**src/hw/rtl/iirdf1_pkg.sv**
```systemverilog
// Shared constants, types and microcode ROM for the direct-form-I IIR filter.
package iirdf1_pkg;

  localparam int MAX_ORDER      = 8;
  localparam int SAMPLE_W       = 16;
  localparam int COEF_FRAC_BITS = 24;
  localparam int COEF_W         = 32;
  localparam int ACC_W          = 64;
  localparam int PROD_W         = COEF_W + SAMPLE_W;
  localparam int MODE_W         = 2;
  localparam int IDX_W          = 4;
  localparam int ORD_REG_W      = 4;
  localparam int ORDER_W        = $clog2(MAX_ORDER);
  localparam int TAP_W          = $clog2(2 * MAX_ORDER + 1);
  localparam int STEP_W         = 3;
  localparam int CFG_IDX_W      = 1;
  localparam int CFG_DATA_W     = ORD_REG_W;

  // stream packing
  localparam int IN_DATA_FIELDS_W = SAMPLE_W + IDX_W + COEF_W;
  localparam int IN_TDATA_W       = ((IN_DATA_FIELDS_W + 7) / 8) * 8;
  localparam int IN_TUSER_W       = MODE_W + 1;
  localparam int OUT_TDATA_W      = ((SAMPLE_W + 7) / 8) * 8;

  // item kinds
  localparam logic [MODE_W-1:0] MODE_SAMPLE  = 2'd0;
  localparam logic [MODE_W-1:0] MODE_COEF_FF = 2'd1;
  localparam logic [MODE_W-1:0] MODE_COEF_FB = 2'd2;

  // configuration register indexes
  localparam logic [CFG_IDX_W-1:0] CFG_ENABLE = 1'd0;
  localparam logic [CFG_IDX_W-1:0] CFG_ORDER  = 1'd1;
  localparam logic [ORD_REG_W-1:0] ORDER_RESET = 4'd2;

  // program addresses
  localparam logic [STEP_W-1:0] STEP_IDLE   = 3'd0;
  localparam logic [STEP_W-1:0] STEP_COEF   = 3'd1;
  localparam logic [STEP_W-1:0] STEP_PASS   = 3'd2;
  localparam logic [STEP_W-1:0] STEP_MAC    = 3'd3;
  localparam logic [STEP_W-1:0] STEP_DRAIN  = 3'd4;
  localparam logic [STEP_W-1:0] STEP_FINISH = 3'd5;

  typedef enum logic [2:0] {
    OP_NONE,
    OP_LOAD,
    OP_WCOEF,
    OP_PASS,
    OP_MAC,
    OP_ACCUM,
    OP_FINISH
  } op_t;

  typedef enum logic [2:0] {
    COND_NEVER,
    COND_ALWAYS,
    COND_DISPATCH,
    COND_OUT_FREE,
    COND_MORE_TAPS
  } cond_t;

  typedef struct packed {
    op_t               op;
    cond_t             cond;
    logic [STEP_W-1:0] target;
    logic              hold;    // stay on this step while the condition is false
  } ctrl_word_t;

  function automatic ctrl_word_t ucode_rom(input logic [STEP_W-1:0] step);
    ctrl_word_t w;
    w = '{op: OP_NONE, cond: COND_ALWAYS, target: STEP_IDLE, hold: 1'b0};
    unique case (step)
      STEP_IDLE:   w = '{op: OP_LOAD,   cond: COND_DISPATCH,  target: STEP_IDLE, hold: 1'b1};
      STEP_COEF:   w = '{op: OP_WCOEF,  cond: COND_ALWAYS,    target: STEP_IDLE, hold: 1'b0};
      STEP_PASS:   w = '{op: OP_PASS,   cond: COND_OUT_FREE,  target: STEP_IDLE, hold: 1'b1};
      STEP_MAC:    w = '{op: OP_MAC,    cond: COND_MORE_TAPS, target: STEP_MAC,  hold: 1'b0};
      STEP_DRAIN:  w = '{op: OP_ACCUM,  cond: COND_NEVER,     target: STEP_IDLE, hold: 1'b0};
      STEP_FINISH: w = '{op: OP_FINISH, cond: COND_OUT_FREE,  target: STEP_IDLE, hold: 1'b1};
      default:     w = '{op: OP_NONE,   cond: COND_ALWAYS,    target: STEP_IDLE, hold: 1'b0};
    endcase
    return w;
  endfunction

endpackage

```
**src/hw/rtl/iir_direct_form_one_filter.sv**
```systemverilog
// Direct-form-I IIR filter driven by a small microcoded sequencer.
// Each filtered sample is computed on the single shared 32x16 MAC, one tap a cycle,
//   taps 0..2N (N = clamped filter_order); a new item is accepted only in the idle step.
// Filtered samples pass the MAC, DRAIN and FINISH steps, pass-through samples the PASS
//   step, both then the output register; coefficient writes take the COEF step and give no output
//   transaction. A stalled out_tready holds the sequencer on its output step.
// Reset (rst_n low, synchronous): sequencer idle, output empty, histories and
//   coefficients zero, enable 0, filter_order 2.
module iir_direct_form_one_filter
  import iirdf1_pkg::*;
(
  input  logic                   clk,
  input  logic                   rst_n,
  // input stream
  input  logic                   in_tvalid,
  output logic                   in_tready,
  input  logic [IN_TDATA_W-1:0]  in_tdata,   // sample_in[15:0], coef_index[19:16],
                                             // coef_value[51:20], zero pad[55:52]
  input  logic [IN_TUSER_W-1:0]  in_tuser,   // mode[1:0], first_in_row[2]
  // result stream
  output logic                   out_tvalid,
  input  logic                   out_tready,
  output logic [OUT_TDATA_W-1:0] out_tdata,  // sample_out[15:0]
  output logic                   out_tuser,  // saturated[0]
  // configuration
  input  logic                   cfg_we,
  input  logic [CFG_IDX_W-1:0]   cfg_index,
  input  logic [CFG_DATA_W-1:0]  cfg_wdata
);

  localparam logic signed [ACC_W-1:0] ROUND_BIAS = ACC_W'(1) <<< (COEF_FRAC_BITS - 1);
  localparam logic signed [SAMPLE_W-1:0] Y_MAX = {1'b0, {(SAMPLE_W-1){1'b1}}};
  localparam logic signed [SAMPLE_W-1:0] Y_MIN = {1'b1, {(SAMPLE_W-1){1'b0}}};

  // ---------------------------------------------------------------------------
  // Field unpacking of the input transaction
  // ---------------------------------------------------------------------------
  logic [MODE_W-1:0]          in_mode;
  logic                       in_first;
  logic signed [SAMPLE_W-1:0] in_sample;
  logic [IDX_W-1:0]           in_idx;
  logic signed [COEF_W-1:0]   in_coef;

  assign in_mode   = in_tuser[MODE_W-1:0];
  assign in_first  = in_tuser[MODE_W];
  assign in_sample = in_tdata[SAMPLE_W-1:0];
  assign in_idx    = in_tdata[SAMPLE_W +: IDX_W];
  assign in_coef   = in_tdata[SAMPLE_W + IDX_W +: COEF_W];

  // ---------------------------------------------------------------------------
  // State
  // ---------------------------------------------------------------------------
  logic [STEP_W-1:0]          pc_r, pc_nxt;
  logic                       enable_r;
  logic [ORD_REG_W-1:0]       order_r;

  logic [MODE_W-1:0]          mode_r;
  logic signed [SAMPLE_W-1:0] x_r;
  logic [IDX_W-1:0]           idx_r;
  logic signed [COEF_W-1:0]   coefv_r;

  logic signed [SAMPLE_W-1:0] xh_r [MAX_ORDER];   // x[n-1] .. x[n-MAX_ORDER]
  logic signed [SAMPLE_W-1:0] yh_r [MAX_ORDER];   // y[n-1] .. y[n-MAX_ORDER]
  logic signed [COEF_W-1:0]   b_r  [MAX_ORDER+1]; // b0 .. bN
  logic signed [COEF_W-1:0]   a_r  [MAX_ORDER];   // a1 .. aN

  logic [TAP_W-1:0]           tap_r;
  logic signed [PROD_W-1:0]   prod_r;
  logic                       prod_neg_r;
  logic                       prod_vld_r;
  logic signed [ACC_W-1:0]    acc_r;

  logic                       out_vld_r;
  logic signed [SAMPLE_W-1:0] out_data_r;
  logic                       out_sat_r;

  // ---------------------------------------------------------------------------
  // Sequencer: fetch the control word, evaluate its jump condition
  // ---------------------------------------------------------------------------
  ctrl_word_t        cw;
  logic              accept;
  logic              out_free;
  logic              more_taps;
  logic              taken;
  logic [STEP_W-1:0] disp_target;
  logic [STEP_W-1:0] jump_target;
  logic [ORD_REG_W-1:0] order_eff;
  logic [TAP_W-1:0]  last_tap;

  assign cw        = ucode_rom(pc_r);
  assign in_tready = (pc_r == STEP_IDLE);
  assign accept    = in_tvalid && in_tready;
  assign out_free  = !out_vld_r || out_tready;

  // order 0 acts as 1, anything above the maximum as the maximum
  always_comb begin
    if (order_r == '0) begin
      order_eff = ORD_REG_W'(1);
    end else if (order_r > ORD_REG_W'(MAX_ORDER)) begin
      order_eff = ORD_REG_W'(MAX_ORDER);
    end else begin
      order_eff = order_r;
    end
  end
  // taps run 0 .. 2N: b0*x, then b(k)*x[n-k] and a(k)*y[n-k] interleaved
  assign last_tap  = TAP_W'(order_eff) << 1;
  assign more_taps = (tap_r != last_tap);

  // multiway dispatch on the incoming item kind
  always_comb begin
    unique case (in_mode) inside
      MODE_COEF_FF, MODE_COEF_FB: disp_target = STEP_COEF;
      MODE_SAMPLE:                disp_target = enable_r ? STEP_MAC : STEP_PASS;
      default:                    disp_target = STEP_IDLE;   // reserved kind, dropped
    endcase
  end

  always_comb begin
    jump_target = cw.target;
    unique case (cw.cond)
      COND_NEVER:     taken = 1'b0;
      COND_ALWAYS:    taken = 1'b1;
      COND_DISPATCH: begin
        taken       = accept;
        jump_target = disp_target;
      end
      COND_OUT_FREE:  taken = out_free;
      COND_MORE_TAPS: taken = more_taps;
      default:        taken = 1'b1;
    endcase
  end

  always_comb begin
    if (taken) begin
      pc_nxt = jump_target;
    end else if (cw.hold) begin
      pc_nxt = pc_r;
    end else begin
      pc_nxt = pc_r + STEP_W'(1);
    end
  end

  always_ff @(posedge clk) begin
    if (!rst_n) begin
      pc_r <= STEP_IDLE;
    end else begin
      pc_r <= pc_nxt;
    end
  end

  // ---------------------------------------------------------------------------
  // Configuration registers
  // ---------------------------------------------------------------------------
  always_ff @(posedge clk) begin
    if (!rst_n) begin
      enable_r <= 1'b0;
      order_r  <= ORDER_RESET;
    end else if (cfg_we) begin
      unique case (cfg_index)
        CFG_ENABLE: enable_r <= cfg_wdata[0];
        CFG_ORDER:  order_r  <= cfg_wdata[ORD_REG_W-1:0];
        default:    ;
      endcase
    end
  end

  // ---------------------------------------------------------------------------
  // Item capture
  // ---------------------------------------------------------------------------
  always_ff @(posedge clk) begin
    if (cw.op == OP_LOAD && accept) begin
      mode_r  <= in_mode;
      x_r     <= in_sample;
      idx_r   <= in_idx;
      coefv_r <= in_coef;
    end
  end

  // ---------------------------------------------------------------------------
  // Coefficient store. Feedforward slots 0..MAX_ORDER, feedback slots 1..MAX_ORDER;
  // anything else is dropped.
  // ---------------------------------------------------------------------------
  logic ff_wr, fb_wr;
  assign ff_wr = (cw.op == OP_WCOEF) && (mode_r == MODE_COEF_FF) &&
                 (idx_r <= IDX_W'(MAX_ORDER));
  assign fb_wr = (cw.op == OP_WCOEF) && (mode_r == MODE_COEF_FB) &&
                 (idx_r != '0) && (idx_r <= IDX_W'(MAX_ORDER));

  always_ff @(posedge clk) begin
    if (!rst_n) begin
      for (int i = 0; i <= MAX_ORDER; i++) b_r[i] <= '0;
      for (int i = 0; i < MAX_ORDER; i++)  a_r[i] <= '0;
    end else begin
      if (ff_wr) b_r[idx_r] <= coefv_r;
      if (fb_wr) a_r[ORDER_W'(idx_r - IDX_W'(1))] <= coefv_r;
    end
  end

  // ---------------------------------------------------------------------------
  // Tap operand selection and the shared multiplier
  // ---------------------------------------------------------------------------
  logic [ORDER_W-1:0]         tap_k;
  logic [IDX_W-1:0]           b_idx;
  logic signed [COEF_W-1:0]   coef_sel;
  logic signed [SAMPLE_W-1:0] data_sel;
  logic                       tap_fb;
  logic signed [PROD_W-1:0]   prod_nxt;

  assign tap_fb = !tap_r[0] && (tap_r != '0);
  assign tap_k  = tap_r[0] ? tap_r[ORDER_W:1] : (tap_r[ORDER_W:1] - ORDER_W'(1));
  assign b_idx  = tap_r[0] ? (IDX_W'(tap_k) + IDX_W'(1)) : '0;

  always_comb begin
    if (tap_r == '0) begin
      coef_sel = b_r[0];
      data_sel = x_r;
    end else if (tap_r[0]) begin
      coef_sel = b_r[b_idx];
      data_sel = xh_r[tap_k];
    end else begin
      coef_sel = a_r[tap_k];
      data_sel = yh_r[tap_k];
    end
  end

  assign prod_nxt = coef_sel * data_sel;

  // ---------------------------------------------------------------------------
  // Accumulator: product of the previous tap is added while the next one is formed
  // ---------------------------------------------------------------------------
  logic signed [ACC_W-1:0] prod_ext;
  logic signed [ACC_W-1:0] acc_add;
  assign prod_ext = ACC_W'(prod_r);
  assign acc_add  = !prod_vld_r ? '0 : (prod_neg_r ? -prod_ext : prod_ext);

  always_ff @(posedge clk) begin
    if (!rst_n) begin
      prod_vld_r <= 1'b0;
    end else begin
      unique case (cw.op)
        OP_LOAD:  prod_vld_r <= 1'b0;
        OP_MAC:   prod_vld_r <= 1'b1;
        OP_ACCUM: prod_vld_r <= 1'b0;
        default:  ;
      endcase
    end
  end

  always_ff @(posedge clk) begin
    unique case (cw.op)
      OP_LOAD: begin
        tap_r <= '0;
        acc_r <= '0;
      end
      OP_MAC: begin
        prod_r     <= prod_nxt;
        prod_neg_r <= tap_fb;
        acc_r      <= acc_r + acc_add;
        tap_r      <= tap_r + TAP_W'(1);
      end
      OP_ACCUM: acc_r <= acc_r + acc_add;
      default:  ;
    endcase
  end

  // ---------------------------------------------------------------------------
  // Round half up to Q4.12 and clamp
  // ---------------------------------------------------------------------------
  logic signed [ACC_W-1:0]    rnd;
  logic signed [ACC_W-1:0]    q;
  logic                       in_range;
  logic signed [SAMPLE_W-1:0] y_sat;

  assign rnd      = acc_r + ROUND_BIAS;
  assign q        = rnd >>> COEF_FRAC_BITS;
  assign in_range = (&q[ACC_W-1:SAMPLE_W-1]) || !(|q[ACC_W-1:SAMPLE_W-1]);
  assign y_sat    = in_range ? q[SAMPLE_W-1:0] : (q[ACC_W-1] ? Y_MIN : Y_MAX);

  logic fire_pass, fire_finish, clr_hist;
  assign fire_pass   = (cw.op == OP_PASS)   && out_free;
  assign fire_finish = (cw.op == OP_FINISH) && out_free;
  // a row start clears both histories, only when the sample is really filtered
  assign clr_hist    = (cw.op == OP_LOAD) && accept && (in_mode == MODE_SAMPLE) &&
                       enable_r && in_first;

  // histories shift in full on every filtered sample
  always_ff @(posedge clk) begin
    if (!rst_n || clr_hist) begin
      for (int i = 0; i < MAX_ORDER; i++) begin
        xh_r[i] <= '0;
        yh_r[i] <= '0;
      end
    end else if (fire_finish) begin
      xh_r[0] <= x_r;
      yh_r[0] <= y_sat;
      for (int i = 1; i < MAX_ORDER; i++) begin
        xh_r[i] <= xh_r[i-1];
        yh_r[i] <= yh_r[i-1];
      end
    end
  end

  // ---------------------------------------------------------------------------
  // Output register: holds one finished transaction while the next item is taken
  // ---------------------------------------------------------------------------
  always_ff @(posedge clk) begin
    if (!rst_n) begin
      out_vld_r <= 1'b0;
    end else if (fire_pass || fire_finish) begin
      out_vld_r <= 1'b1;
    end else if (out_tready) begin
      out_vld_r <= 1'b0;
    end
  end

  always_ff @(posedge clk) begin
    if (fire_pass) begin
      out_data_r <= x_r;
      out_sat_r  <= 1'b0;
    end else if (fire_finish) begin
      out_data_r <= y_sat;
      out_sat_r  <= !in_range;
    end
  end

  assign out_tvalid = out_vld_r;
  assign out_tdata  = OUT_TDATA_W'(out_data_r);
  assign out_tuser  = out_sat_r;

  // ---------------------------------------------------------------------------
  // Checks
  // ---------------------------------------------------------------------------
  // sequencer never strays outside the program
  a_pc_in_program: assert property (@(posedge clk) disable iff (!rst_n)
    pc_r <= STEP_FINISH)
    else $error("sequencer left the program");

  // tap counter never runs past the last tap of the current order
  a_tap_bound: assert property (@(posedge clk) disable iff (!rst_n)
    (pc_r == STEP_MAC) |-> (tap_r <= last_tap))
    else $error("tap counter overran");

  // a coefficient write never produces an output transaction
  a_coef_silent: assert property (@(posedge clk) disable iff (!rst_n)
    (accept && (in_mode == MODE_COEF_FF || in_mode == MODE_COEF_FB)) |=>
      !$rose(out_vld_r))
    else $error("coefficient write produced a result");

  // a clipped result sits at one of the two range limits
  a_sat_limits: assert property (@(posedge clk) disable iff (!rst_n)
    (out_vld_r && out_sat_r) |-> (out_data_r == Y_MAX || out_data_r == Y_MIN))
    else $error("saturation flag without a clipped value");

endmodule

```
**config.mk**
```make
export PLATFORM = sky130hd
export DESIGN_NAME = iir_direct_form_one_filter
export DESIGN_NICKNAME = d
export VERILOG_FILES = /design/src/hw/rtl/iirdf1_pkg.sv /design/src/hw/rtl/iir_direct_form_one_filter.sv
export SDC_FILE = /design/constraint.sdc
export NUM_CORES = 2
export LEC_CHECK = 0
export ABC_AREA = 1
export BUFFER_PORTS_ARGS = -buffer_cell sky130_fd_sc_hd__buf_2
export CORE_MARGIN = 2
export CORE_UTILIZATION = 25
export CTS_CLUSTER_SIZE = 12
export DETAILED_ROUTE_END_ITERATION = 8
export SLEW_MARGIN = 0
export SYNTH_ARGS = -nofsm -noshare
export SYNTH_HDL_FRONTEND = slang
export SYNTH_SLANG_ARGS = --single-unit
```
**constraint.sdc**
```tcl
create_clock -name clk -period 11.19 [get_ports clk]
set_input_delay 0 -clock clk [delete_from_list [all_inputs] [get_ports clk]]
set_output_delay 0 -clock clk [all_outputs]
set_load 0.1 [all_outputs]
```
; ---- Yosys cells after proc, flatten, opt, wreduce, memory -nomap -nowiden
; Memories as Yosys holds them, arrays and structs flattened.
; Cells that the tools add are included.
[word_totals]
reg_bits = 199
mem_bits_rw = 800
input_bits = 69
output_inout_bits = 19
word_cells = 170
mem_count = 4
[op_classes]
n_addsub = 8
mul = 1
order_cmp = 2
n_eq_ne = 20
n_mux = 60
bitwise = 17
reduce_logical = 43
[memory_table]
columns = name, depth, word_bits, read_ports, rd_clocked_by_memory_dff, wr, line
row1 = b_r, 9, 32, 2, 0, 9, iir_direct_form_one_filter.sv:64  ; logic signed [COEF_W-1:0] b_r [MAX_ORDER+1];
row2 = a_r, 8, 32, 1, 0, 8, iir_direct_form_one_filter.sv:65  ; logic signed [COEF_W-1:0] a_r [MAX_ORDER];
row3 = xh_r, 8, 16, 8, 0, 8, iir_direct_form_one_filter.sv:62  ; logic signed [SAMPLE_W-1:0] xh_r [MAX_ORDER];
row4 = yh_r, 8, 16, 8, 0, 8, iir_direct_form_one_filter.sv:63  ; logic signed [SAMPLE_W-1:0] yh_r [MAX_ORDER];
[ops]
columns = op, count
row1 = 16-bit two-way mux, 22
row2 = 32-bit two-way mux, 4
row3 = 64-bit two-way mux, 2
row4 = 64-bit one-hot mux with 2 select lines, 1
row5 = 64-bit by 25-bit adder with 64-bit output (second input constant), 1
row6 = 64-bit adder, 1
row7 = 64-bit negation, 1
row8 = 32-bit OR reduction, 2
row9 = 10-bit one-hot mux with 6 select lines, 1
row10 = 32-bit by 16-bit multiplier with 48-bit output, 1
row11 = 25-bit AND reduction, 1
row12 = 25-bit OR reduction, 1
row13 = 3-bit by 2-bit == test with 1-bit output (second input constant), 6
row14 = 3-bit == test (second input constant), 6
row15 = 1-bit two-way mux, 17
row16 = 4-bit two-way mux, 4
row17 = 1-bit OR, 16
row18 = 3-bit two-way mux, 5
row19 = 1-bit logical AND, 13
row20 = 5-bit one-hot mux with 2 select lines, 1
row21 = 2-bit nonzero test, 5
row22 = 3-bit by 1-bit == test with 1-bit output (second input constant), 2
row23 = 3-bit zero test, 2
row24 = 2-bit OR reduction, 3
row25 = other kinds (22), 33

; ---- Logic depth before layout (Yosys ltp)
[depth]
ltp_word = 11
depth_mapped = 42
ltp_nobuf = 37

; ---- Worst setup path after synthesis
; Ideal clock, no wire load.
[synth_path]
kind = register to register
startpoint = register pc_r[0]
endpoint = memory xh_r[0][0], enable pin
setup_ns = 0.663
arrival_time_ns = 11.003
t_required_ns = 10.527
setup_slack_ns = -0.476
path_stages_with_launch = 9
path_buffers = 0
period_less_slack_ns = 11.666
cell_sequence = dfxtp_1 -> inv_1 -> ha_1 -> inv_1 -> nor2_1 -> nand2_1 -> nor2_1 -> nand3_1 -> nand3_1
[synth_lines]
columns = item, line
row1 = from (decl), iir_direct_form_one_filter.sv:53  ; logic [STEP_W-1:0] pc_r, pc_nxt;
row2 = from (signal assigned), iir_direct_form_one_filter.sv:147  ; pc_r <= pc_nxt;
row3 = to (decl), iir_direct_form_one_filter.sv:62

; ---- Worst setup path in the final report
[layout_path]
startpoint = register tap_r[0]
endpoint = register prod_r[30] (data pin)
[layout_between]
elab_chain_len = 7
elab_cells_between_ends = 13
classes_between = add/sub: 1 / mul: 1 / mux: 6 / reduce/logical: 1 / memory: 4
[layout_rtl]
columns = item, line
row1 = from (decl), iir_direct_form_one_filter.sv:67  ; logic [TAP_W-1:0] tap_r;
row2 = from (signal assigned), iir_direct_form_one_filter.sv:259  ; tap_r <= tap_r + TAP_W'(1);
row3 = 3-bit two-way mux, iir_direct_form_one_filter.sv:210  ; assign tap_k = tap_r[0] ? tap_r[ORDER_W:1] : (tap_r[ORDER_W:1] - ORDER_W'(1));
row4 = 3-bit by 1-bit adder with 4-bit output, iir_direct_form_one_filter.sv:211  ; assign b_idx = tap_r[0] ? (IDX_W'(tap_k) + IDX_W'(1)) : '0;
row5 = 4-bit two-way mux, iir_direct_form_one_filter.sv:211
row6 = memory 9 x 32 bit, n/a
row7 = 32-bit two-way mux, iir_direct_form_one_filter.sv:217  ; end else if (tap_r[0]) begin
row8 = 32-bit two-way mux, iir_direct_form_one_filter.sv:214  ; if (tap_r == '0) begin
row9 = 32-bit by 16-bit multiplier with 48-bit output (*), iir_direct_form_one_filter.sv:226  ; assign prod_nxt = coef_sel * data_sel;
row10 = net prod_nxt[30], iir_direct_form_one_filter.sv:207  ; logic signed [PROD_W-1:0] prod_nxt;
row11 = to (signal assigned), iir_direct_form_one_filter.sv:256  ; prod_r <= prod_nxt;
row12 = to (decl), iir_direct_form_one_filter.sv:68  ; logic signed [PROD_W-1:0] prod_r;
; Mark *: on every way through the listed nets, which the timed path passes. The rest lies on a longest branch.
; A chain may end at the register's enable or synchronous reset.

==> out/summary.txt <==
Final min period: 10.12 ns
Final setup violation count: 0
Arrival @ worst endpoint: 10.59 ns
H-tree lvl count: 4
CTS sink count: 1223
CTS clock-pin slew for the worst setup and hold paths: 0.06 ns
Placed Instances: 12.5k
Most common cell after layout, fill and taps aside: nor2_1
# diodes: 0
Outcome: complete, no violations
CP max stage delay: 0.84 ns
Slew Viols, Final: 0
Std-Cell Rows: 204
Worst-margin pin slew: 1.45 ns
Max Fclk: 0.0989 GHz
CP startpoint kind: register
Worst Skew: 0.104 ns
Grt total ovfl: 0
Gpl congestion: 0.908
Sequential share of the synthesized area: 47.2%
Resized cells post-CTS: 0
Routed wire length per instance: 17.4 um
Vias in the first global route: 57.5k
Initial DRT Pass Iterations: 6
CTS tree: yes
Root Buffer: clkbuf_16
Port Buffers: 83
Tightest Hold Check Type: primary input to register
Synth area leaders: edfxtp_1 47%, fa_1 13%, nor2_1 8.6%
Nets: 9401
Die Height: 561 um
Number of DRC markers in iteration 0: 5705
Die X: 561 um
Post-synth EDFFs: 1212
Area fraction of the dominant cell type after synthesis: 46.9%
GRT Overall Usage: 13.9%
Area grow syn2layout: 13.7%
Commonest cells after routing, fill and taps aside: 1764 x nor2_1, 1327 x nand2_1, 1212 x edfxtp_1
Ys flop type: edfxtp_1
Worst-path cell with the longest stage delay: edfxtp_1
Filler instances: 32.8k
FF+latch count, synth: 1223
Post-synthesis cell type count: 62
Yosys warnings: 0
Routed WL: 224 mm
Max clock buf depth: 4
Sequential cell area: 36600 um^2
TritonCTS buffer count: 142
Mapped Cells: 8470
Final hold slack: 0.121 ns
DRC Markers: 0
Req. time, crit path: 11.67 ns
Post-route ant nets: 0
Hold Vio Cnt, Final: 0
Core Region: 309000 um^2
Largest net degree at the start of global routing: 196
Slew HR: 3.15%
CP Max Fanout: 34
I/O pin count: 88
Area of the multi-input gates: 35200 um^2
Non-Filler Instances: 12.9k
Vias/cell: 4.58
Die ar.: 315000 um^2
Post-DP HPWL: 153 mm
Share of cells above drive strength 1: 5.53%
Initial Util: 25.1%
MaxCap Viol Count: 0
Initial antenna violation count: 4
DR vias: 58.8k
Clock Latency Late Sink: 0.84 ns
Cell taking the most area after synthesis: edfxtp_1
First-pass GRT wire length: 344 mm
Crit share post-route: 90.4%
Avg Inst Size Synth: 9.17 um^2
Async set or reset register ratio after synthesis: 0%
Unrepaired setup endpoints after global routing: no
CP endpoint kind: register
Worst Setup Path Type: register to register
Fin Setup TNS: 0 ns
Post-Syn Area: 77600 um^2
==> worst paths after layout <==
path | endpoint | slack (ns) | depth (start not counted) | startpoint
worst max-delay path | prod_r[30]$_DFFE_PP_ | 1.07 | 31 | tap_r[0]$_SDFFCE_PN0P_
worst min-delay path | mode_r[1]$_DFFE_PP_ | 0.12 | 2 | in_tuser[1]
worst max register to register | prod_r[30]$_DFFE_PP_ | 1.07 | 31 | tap_r[0]$_SDFFCE_PN0P_
worst min register to register | order_r[3]$_SDFFE_PN0P_ | 0.48 | 2 | order_r[3]$_SDFFE_PN0P_
==> worst max-delay path, delay by kind of cell, from the launching register on <==
| kind | cells | cell delay, ns |
|---|---|---|
| XOR/XNOR | 1 | 0.13 |
| AND/OR/NAND/NOR | 8 | 2.06 |
| AO/OA/AOI/OAI | 4 | 1.15 |
| adder cells (fa/ha/maj) | 8 | 3.66 |
| buffers and inverters | 10 | 1.93 |
| flip-flops | 1 | 0.84 |
==> synthesized netlist by cell type (21+ instances only) <==
cell type / instances
nor2_1: 1770
nand2_1: 1334
edfxtp_1: 1212
inv_1: 1145
a21oi_1: 503
o21ai_0: 503
fa_1: 487
nand3_1: 222
ha_1: 196
clkbuf_1: 191
buf_2: 145
inv_2: 52
nor3_1: 52
a32o_1: 51
xor2_1: 47
o21ai_1: 38
a31oi_1: 36
clkinv_1: 35
a211oi_1: 34
buf_1: 34
xnor2_1: 31
o21a_1: 30
a32oi_1: 29
buf_4: 26
o211ai_1: 23
a221oi_1: 22
nor4_1: 21
==> cell type report <==
class,count,share of cell area (%)
Sequential cell,1223,41.5
Inverter,1232,5.26
Tap cell,4120,5.84
Clock buffer,184,4.31
Clock inverter,42,0.336
Timing Repair Buffer,308,2.87
Multi-Input combinational cell,5742,39.9
==> per-stage QoR <==
| stage | area, um^2 | worst slack [ns] | utilization, % |
|---|---|---|---|
| after CTS | 88300 | 1.29 | 28.6 |
| after floorplan | 78100 | 2.64 | - |
| after global routing | 88300 | 0.528 | 28.6 |
| after global placement | 83000 | 1.35 | 26.9 |
| after detailed placement | 83000 | 1.29 | 26.9 |
| final | 88300 | 1.07 | 28.6 |
==> layer usage <==
| metal | GRT usage, % | routed length (um) | up-vias | part of all wire, % |
|---|---|---|---|---|
| met5 | 0 | 0 | - | 0 |
| met2 | 22.5 | 102000 | 1949 | 46 |
| met1 | 19.3 | 100000 | 28700 | 45 |
| li1 | - | - | 27800 | - |
| met4 | 3.70 | 5830 | 0 | 2.6 |
| met3 | 2.21 | 15600 | 340 | 7.0 |
==> cell families after synthesis <==
family	synth area share (%)
buffers and inverters	8.29
xor gates and xnor gates	0.922
DFF	47.2
AOI/OAI and AO/OA	10.2
other	0.00483
muxes	0.0387
and+or+nand+nor	17.7
adders and majority gates	15.7
==> what timing repair did <==
action / CTS / global route
hold endpoints to repair: 81 / 0
endpoints found under the setup margin: 0 / 0
hold buffers: 123 / 0
setup buffers: 0 / 0
==> sequential cells by signal (all words and copies together), names as in the netlist, 5 cells and up <==
signal / flops
a_r: 256
acc_r: 64
b_r: 512
coefv_r: 32
out_tdata: 16
prod_r: 48
tap_r: 5
x_r: 16
xh_r: 128
yh_r: 128
Power is not shown: default switching activity piles up to over one toggle a cycle in this logic, so the estimate is an artifact.
